File: src/design/ntt_pkg.sv
// Shared types, constants and modular helpers for the negacyclic NTT multiplier.
// No dependencies; every design module imports this package.
package ntt_pkg;

    localparam int POLY_DEGREE = 512;
    localparam int LOG_N       = 9;
    localparam int COEF_W      = 14;

    localparam logic [13:0] MODQ     = 14'd12289;
    localparam logic [15:0] QNEG_INV = 16'd12287;
    localparam logic [13:0] MONT_R   = 14'd4091;
    localparam logic [13:0] MONT_R2  = 14'd10952;
    localparam logic [13:0] SCALE_N  = 14'd128;

    typedef logic [COEF_W-1:0] coef_t;
    typedef logic [LOG_N-1:0]  addr_t;
    typedef logic [COEF_W-1:0] tw_table_t [POLY_DEGREE];

    typedef enum logic [1:0] {
        ACT_LOAD     = 2'd0,
        ACT_MULTIPLY = 2'd1,
        ACT_READ     = 2'd2,
        ACT_NONE     = 2'd3
    } action_t;

    typedef enum logic [2:0] {
        ST_IDLE,
        ST_RESP,
        ST_RD,
        ST_MUL,
        ST_W1,
        ST_W2,
        ST_WA,
        ST_WB
    } seq_state_t;

    typedef enum logic [2:0] {
        PH_PRE,
        PH_FWD_SIG,
        PH_FWD_KEY,
        PH_POINT,
        PH_INV,
        PH_SCALE
    } phase_t;

    // Reduce a value below 2q into [0,q).
    function automatic coef_t cond_sub(logic [14:0] v);
        logic [14:0] d;
        d = v - {1'b0, MODQ};
        return (v >= {1'b0, MODQ}) ? d[13:0] : v[13:0];
    endfunction

    function automatic coef_t mod_add(coef_t a, coef_t b);
        return cond_sub({1'b0, a} + {1'b0, b});
    endfunction

    function automatic coef_t mod_sub(coef_t a, coef_t b);
        logic [14:0] d;
        if (a >= b) begin
            d = {1'b0, a} - {1'b0, b};
        end else begin
            d = {1'b0, a} + {1'b0, MODQ} - {1'b0, b};
        end
        return d[13:0];
    endfunction

    // Elaboration-time helpers for the twiddle tables.
    function automatic int unsigned pmul(int unsigned a, int unsigned b);
        return (a * b) % 12289;
    endfunction

    function automatic int unsigned ppow(int unsigned b, int unsigned e);
        int unsigned r;
        int unsigned bb;
        int unsigned ee;
        r  = 1;
        bb = b;
        ee = e;
        while (ee != 0) begin
            if (ee[0]) r = pmul(r, bb);
            bb = pmul(bb, bb);
            ee = ee >> 1;
        end
        return r;
    endfunction

    function automatic int unsigned bitrev9(int unsigned k);
        int unsigned r;
        r = 0;
        for (int i = 0; i < LOG_N; i++) begin
            r = (r << 1) | ((k >> i) & 1);
        end
        return r;
    endfunction

    // Bit-reversed powers of psi (or psi^-1), in Montgomery form.
    function automatic tw_table_t build_twiddles(bit inverse);
        tw_table_t   tab;
        int unsigned psi;
        int unsigned c;
        int unsigned base;
        int unsigned val;
        psi = 0;
        for (int unsigned g = 2; g < 12289; g++) begin
            c = ppow(g, 12);
            if (psi == 0 && ppow(c, 512) == 12288) psi = c;
        end
        base = inverse ? ppow(psi, 1023) : psi;
        for (int k = 0; k < POLY_DEGREE; k++) begin
            val    = pmul(ppow(base, bitrev9(k)), 4091);
            tab[k] = val[COEF_W-1:0];
        end
        return tab;
    endfunction

endpackage

File: src/design/ntt_mont_mul.sv
// Three-stage Montgomery multiplier, R = 2^16, result fully reduced to [0,q).
// Depends on ntt_pkg for the modulus constants.
module ntt_mont_mul
    import ntt_pkg::*;
(
    input  logic  aclk,
    input  coef_t x,
    input  coef_t y,
    output coef_t result
);

    logic [27:0] z_reg;
    logic [27:0] z2_reg;
    logic [15:0] k_reg;
    coef_t       res_reg;
    logic [31:0] k_full;
    logic [30:0] sum;
    logic [14:0] s;

    // Form k = (z mod R) * (-q^-1) mod R and the shifted sum.
    always_comb begin
        k_full = {16'd0, z_reg[15:0]} * {16'd0, QNEG_INV};
        sum    = {3'd0, z2_reg} + ({15'd0, k_reg} * {17'd0, MODQ});
        s      = sum[30:16];
    end

    // Advance the pipeline every cycle.
    always_ff @(posedge aclk) begin
        z_reg   <= {14'd0, x} * {14'd0, y};
        z2_reg  <= z_reg;
        k_reg   <= k_full[15:0];
        res_reg <= cond_sub(s);
    end

    assign result = res_reg;

endmodule

File: config.mk
export PLATFORM = sky130hd
export DESIGN_NAME = ntt_mont_mul
export DESIGN_NICKNAME = d
export VERILOG_FILES = /design/src/design/ntt_pkg.sv /design/src/design/ntt_mont_mul.sv
export SDC_FILE = /design/constraint.sdc
export NUM_CORES = 1
export LEC_CHECK = 0
export BUFFER_PORTS_ARGS = -buffer_cell sky130_fd_sc_hd__clkbuf_2
export CELL_PAD_IN_SITES_DETAIL_PLACEMENT = 1
export CELL_PAD_IN_SITES_GLOBAL_PLACEMENT = 1
export CORE_MARGIN = 2
export CORE_UTILIZATION = 25
export CTS_BUF_LIST = sky130_fd_sc_hd__clkbuf_4 sky130_fd_sc_hd__clkbuf_8 sky130_fd_sc_hd__clkbuf_16
export DETAILED_ROUTE_END_ITERATION = 8
export PLACE_DENSITY = 0.54
export SYNTH_ARGS = -nofsm -noshare
export SYNTH_HDL_FRONTEND = slang
export SYNTH_SLANG_ARGS = --single-unit
File: constraint.sdc
create_clock -name aclk -period 8.6 [get_ports aclk]
set_input_delay 0.86 -clock aclk [delete_from_list [all_inputs] [get_ports aclk]]
set_output_delay 0.86 -clock aclk [all_outputs]
set_load 0.01 [all_outputs]
## Word level (Yosys, flattened, before mapping)

Cells that the tools add are included.

| storage, ports and cells | value |
|---|---|
| register bits | 86 |
| output and inout bits | 14 |

| cells by class | value |
|---|---|
| add/subtract/negate cells | 2 |
| multiply operators | 3 |
| $lt $le $gt $ge | 1 |
| multiplexer cells | 1 |

Operators with widths:

| kind | count |
|---|---|
| $add 28x30->31 | 1 |
| $mul 16x14->30 const B | 1 |
| $mul 14x14->28 | 1 |
| $mul 16x14->16 const B | 1 |
| $ge 15x14->1 const B | 1 |
| $mux 14 | 1 |
| $sub 14x14->14 const B | 1 |

## Depth between registers and ports, before layout

| logic depth | value |
|---|---|
| depth after elaboration | 4 |
| mapped depth | 26 |
| gate-level depth less buffers | 25 |

## Worst setup path before layout

No wires, ideal clock.

| timing path | value |
|---|---|
| kind | input-to-reg |
| from | input y[5] |
| to | register z_reg[26] |
| library setup time | 72 ps |
| data arrival time | 6381 ps |
| slack | 2147 ps |
| stages on the path | 23 |
| path buffers | 1 |
| path through | clkbuf_1 -> nand2_1 -> fa_1 -> inv_1 -> fa_1 -> inv_1 -> fa_1 -> fa_1 -> fa_1 -> fa_1 -> inv_1 -> ha_1 -> a21o_1 -> a21o_1 -> a21o_1 -> a21oi_1 -> o221ai_1 -> o41ai_1 -> o21ai_0 -> o21ai_0 -> nand2b_1 -> a21oi_1 -> xnor2_1 |

| between the ends | value |
|---|---|
| word-level cells in the longest chain between the ends | 1 |

RTL lines:

| element | RTL line | source |
|---|---|---|
| start: declaration | ntt_mont_mul.sv:8 | `input coef_t y,` |
| $mul 14x14->28 | ntt_mont_mul.sv:29 | `z_reg <= {14'd0, x} * {14'd0, y};` |
| end signal: assignment | ntt_mont_mul.sv:29 |  |
| end: declaration | ntt_mont_mul.sv:12 | `logic [27:0] z_reg;` |

Every way passes these cells.

## Final worst setup path

| timing path | value |
|---|---|
| from | input x[7] |
| to | register z_reg[26] |

| between the ends | value |
|---|---|
| word-level cells in the longest chain between the ends | 1 |

RTL lines:

| element | RTL line | source |
|---|---|---|
| start: declaration | ntt_mont_mul.sv:7 | `input coef_t x,` |
| $mul 14x14->28 | ntt_mont_mul.sv:29 |  |

Every way passes these cells.

==> summary.md <==
| Metric | Value |
|---|---|
| Clock Sinks | 85 |
| EDFF count, synth | 0 |
| Layout area overhead | 9.27% |
| Status | completed |
| Count of final max-slew check failures | 0 |
| Site Rows | 87 |
| Synthesized-area fraction occupied by adder cells | between 50 and 60% |
| CTS max path bufs | 2 |
| Cell family with most CP delay | adder cells |
| Largest family of logic cells by synthesized area | adder cells |
| Post-Synth Simple-Gate Area | ~12% |
| Synthesized Nets | slightly above 2000 |
| Worst path required time | around 8.9 ns |
| Worst hold path type | flip-flop to flip-flop |
| Initial Util | 25.2% |
| WL per Instance | around 15 um |
| Largest register FFs | 28 |
| Setup TNS | 0 ns |
| Worst path arrival time | approximately 7.0 ns |
| First-pass GRT wire length | around 57 mm |
| Worst path max stage delay | roughly 0.53 ns |
| Post-layout nets | between 2000 and 2500 |
| Setup CP Type | primary input to flip-flop |
| RSZ-0062 raised after global routing | no |
| Tightest Pin Transition | 0.980 ns |
| Port Buffer Count | 42 |
| Die width | approximately 240 um |
| Buffers & Inverters on Critical Path | 7 |
| Post-route ant nets | 0 |
| Clk_lat worst skew | ~0.36 ns |
| Initial antenna violation count | 0 |
| Die Span Y | ~240 um |
| Post-Syn Area | 14100 um2 |
| Crit start category | primary input |
| FF+latch count, synth | 85 |
| # setup viols final | 0 |
| Die Area | about 59000 um2 |
| Fmax | ~0.15 GHz |
| Detailed Route Iter0 Violations | roughly 320 |
| Final wirelength | between 30 and 40 mm |
| Syn Inst Count | 1502 |
| Post-route clock period utilization | between 70% and 80% |
| Fillers | roughly 6600 |
| TritonRoute pass-1 iters | 4 |
| Critical-path maximum fanout | 14 |
| Most used flip-flop cell after synthesis | dfxtp_1 |
| Io pins | 43 |
| # DRC | 0 |
| CTS tree | built |
| Clock slew at reported path FFs | 0.08 ns |
| Worst slew margin | roughly 34% |
| Post-synth cell types | 63 |
| Slowest CP cell | fa_1 |
| Hold Buf Count CTS | 0 |
| Grt total ovfl | 0 |
| Total GRT Usage | between 10% and 20% |
| Routed vias | approximately 9600 |
| Compound-Gate Fraction of Synth Area | ~6.9% |
| RD Place Congestion | between 0.7 and 0.8 |
| DR vias/cell | 4.20 |
| Clk root buf | clkbuf_16 |
| Share of layout cells above drive strength 1 | 4.85% |
| Vias in the first global route | approximately 11000 |
| Yosys warns | 0 |
| Mux cell area share after synthesis | less than 1% |
| Max Cap Viol | 0 |
| Largest net degree at the start of global routing | 17 |
| Seq/Total Area, Yosys | 12.0% |
| CTS HTree Levels | 3 |
| XOR/XNOR share of the synthesized area | 4.77% |
| Syn Area/Cell | around 9.4 um2 |
| Dpl hpwl | 28.7 mm |
| Worst setup EP type | flip-flop |
| Worst Clk Skew | 0.0165 ns |
| Final period demand of the worst path | between 6 and 7 ns |
| CTS resizes | 0 |
| Fin. Hold Viols | 0 |
| Total core area | around 56000 um2 |
| Asr flop ratio synth | 0% |
| Setup Fix Bufs, Post-CTS | 0 |
| Diode count | 0 |
| Cts bufs inserted | 9 |
## final timing paths
check / end / slack [ns] / cells after the start / from
setup reg to reg: result[9]$_DFF_P_ / 2.24 / 22 / k_reg[4]$_DFF_P_
hold / removal: z2_reg[19]$_DFF_P_ / 0.32 / 0 / z_reg[19]$_DFF_P_
hold reg to reg: z2_reg[19]$_DFF_P_ / 0.32 / 0 / z_reg[19]$_DFF_P_
setup / recovery: z_reg[26]$_DFF_P_ / 1.87 / 25 / x[7]
## Yosys cell counts (all sizes together) (5+ instances only)
cell | instances | share of area (%)
fa | 221 | 31
nor2b | 11 | 0.49
inv | 325 | 8.6
nand2 | 145 | 3.8
a21oi | 40 | 1.4
or3 | 6 | 0.27
or2 | 5 | 0.22
o21a | 8 | 0.42
xnor2 | 58 | 3.6
nor3 | 15 | 0.53
xor2 | 19 | 1.2
clkbuf | 30 | 0.80
a21o | 18 | 0.96
nand2b | 6 | 0.27
and2 | 89 | 3.9
nand3 | 17 | 0.67
ha | 263 | 23
nor2 | 38 | 1.0
dfxtp | 85 | 12
nand4 | 6 | 0.27
o21ai | 35 | 1.3
## metrics by stage
stage / util (%) / hold slack (ns) / setup WS (ns) / cell area [um2] / instances
floorplan: - / 0.310 / 2.15 / 14100 / 1502
global placement: 27.0 / 0.315 / 1.58 / 15200 / 2267
detailed placement: 27.0 / 0.316 / 1.52 / 15200 / 2267
CTS: 27.5 / 0.319 / 1.89 / 15500 / 2283
global route: 27.5 / 0.322 / 1.44 / 15500 / 2283
finish: 27.5 / 0.316 / 1.87 / 15500 / 2283
## cells in the final DEF, fill, tap and decap left out, types with 8 or more instances in the layout
| cell | synthesis | routed |
|---|---|---|
| a21o_1 | 18 | 18 |
| a21oi_1 | 39 | 39 |
| xor2_1 | 19 | 19 |
| o21a_1 | 8 | 8 |
| nor2b_1 | 11 | 11 |
| nand3_1 | 15 | 15 |
| dfxtp_1 | 85 | 85 |
| ha_1 | 263 | 263 |
| nor3_1 | 15 | 15 |
| nor2_1 | 38 | 38 |
| nand2_1 | 145 | 145 |
| clkbuf_2 | 0 | 42 |
| and2_1 | 89 | 89 |
| clkbuf_16 | 0 | 9 |
| fa_1 | 221 | 221 |
| xnor2_1 | 58 | 58 |
| o21ai_0 | 33 | 33 |
| inv_1 | 325 | 325 |
## per-layer routing
| metal | share of wire (%) | wire [um] | track usage, % | vias up |
|---|---|---|---|---|
| li1 | - | - | - | 4742 |
| met1 | 51 | 16900 | 16.8 | 4752 |
| met2 | 46 | 15400 | 20.0 | 81 |
| met3 | 2.0 | 653 | 1.24 | 16 |
| met4 | 0.76 | 252 | 1.87 | 0 |
| met5 | 0 | 0 | 0 | - |
## cell families after synthesis
group                      Yosys count
and+or+nand+nor                    349
AOI/OAI and AO/OA                  147
adders and majority gates          485
xor gates and xnor gates            77
muxes                                1
buffers and inverters              358
DFF                                 85
## layout make-up
cell class / instances / area [um2] / share of cell area, %
clock buffers: 10 / 233 / 1.51
clock inverters: 6 / 53.8 / 0.348
inverters: 325 / 1220 / 7.89
multi-input cells: 1059 / 11100 / 71.8
flip-flops and latches: 85 / 1700 / 11.0
well taps: 756 / 946 / 6.12
repair buffers: 42 / 210 / 1.36
Power is not shown: default switching activity piles up to over one toggle a cycle in this logic, so the estimate is an artifact.
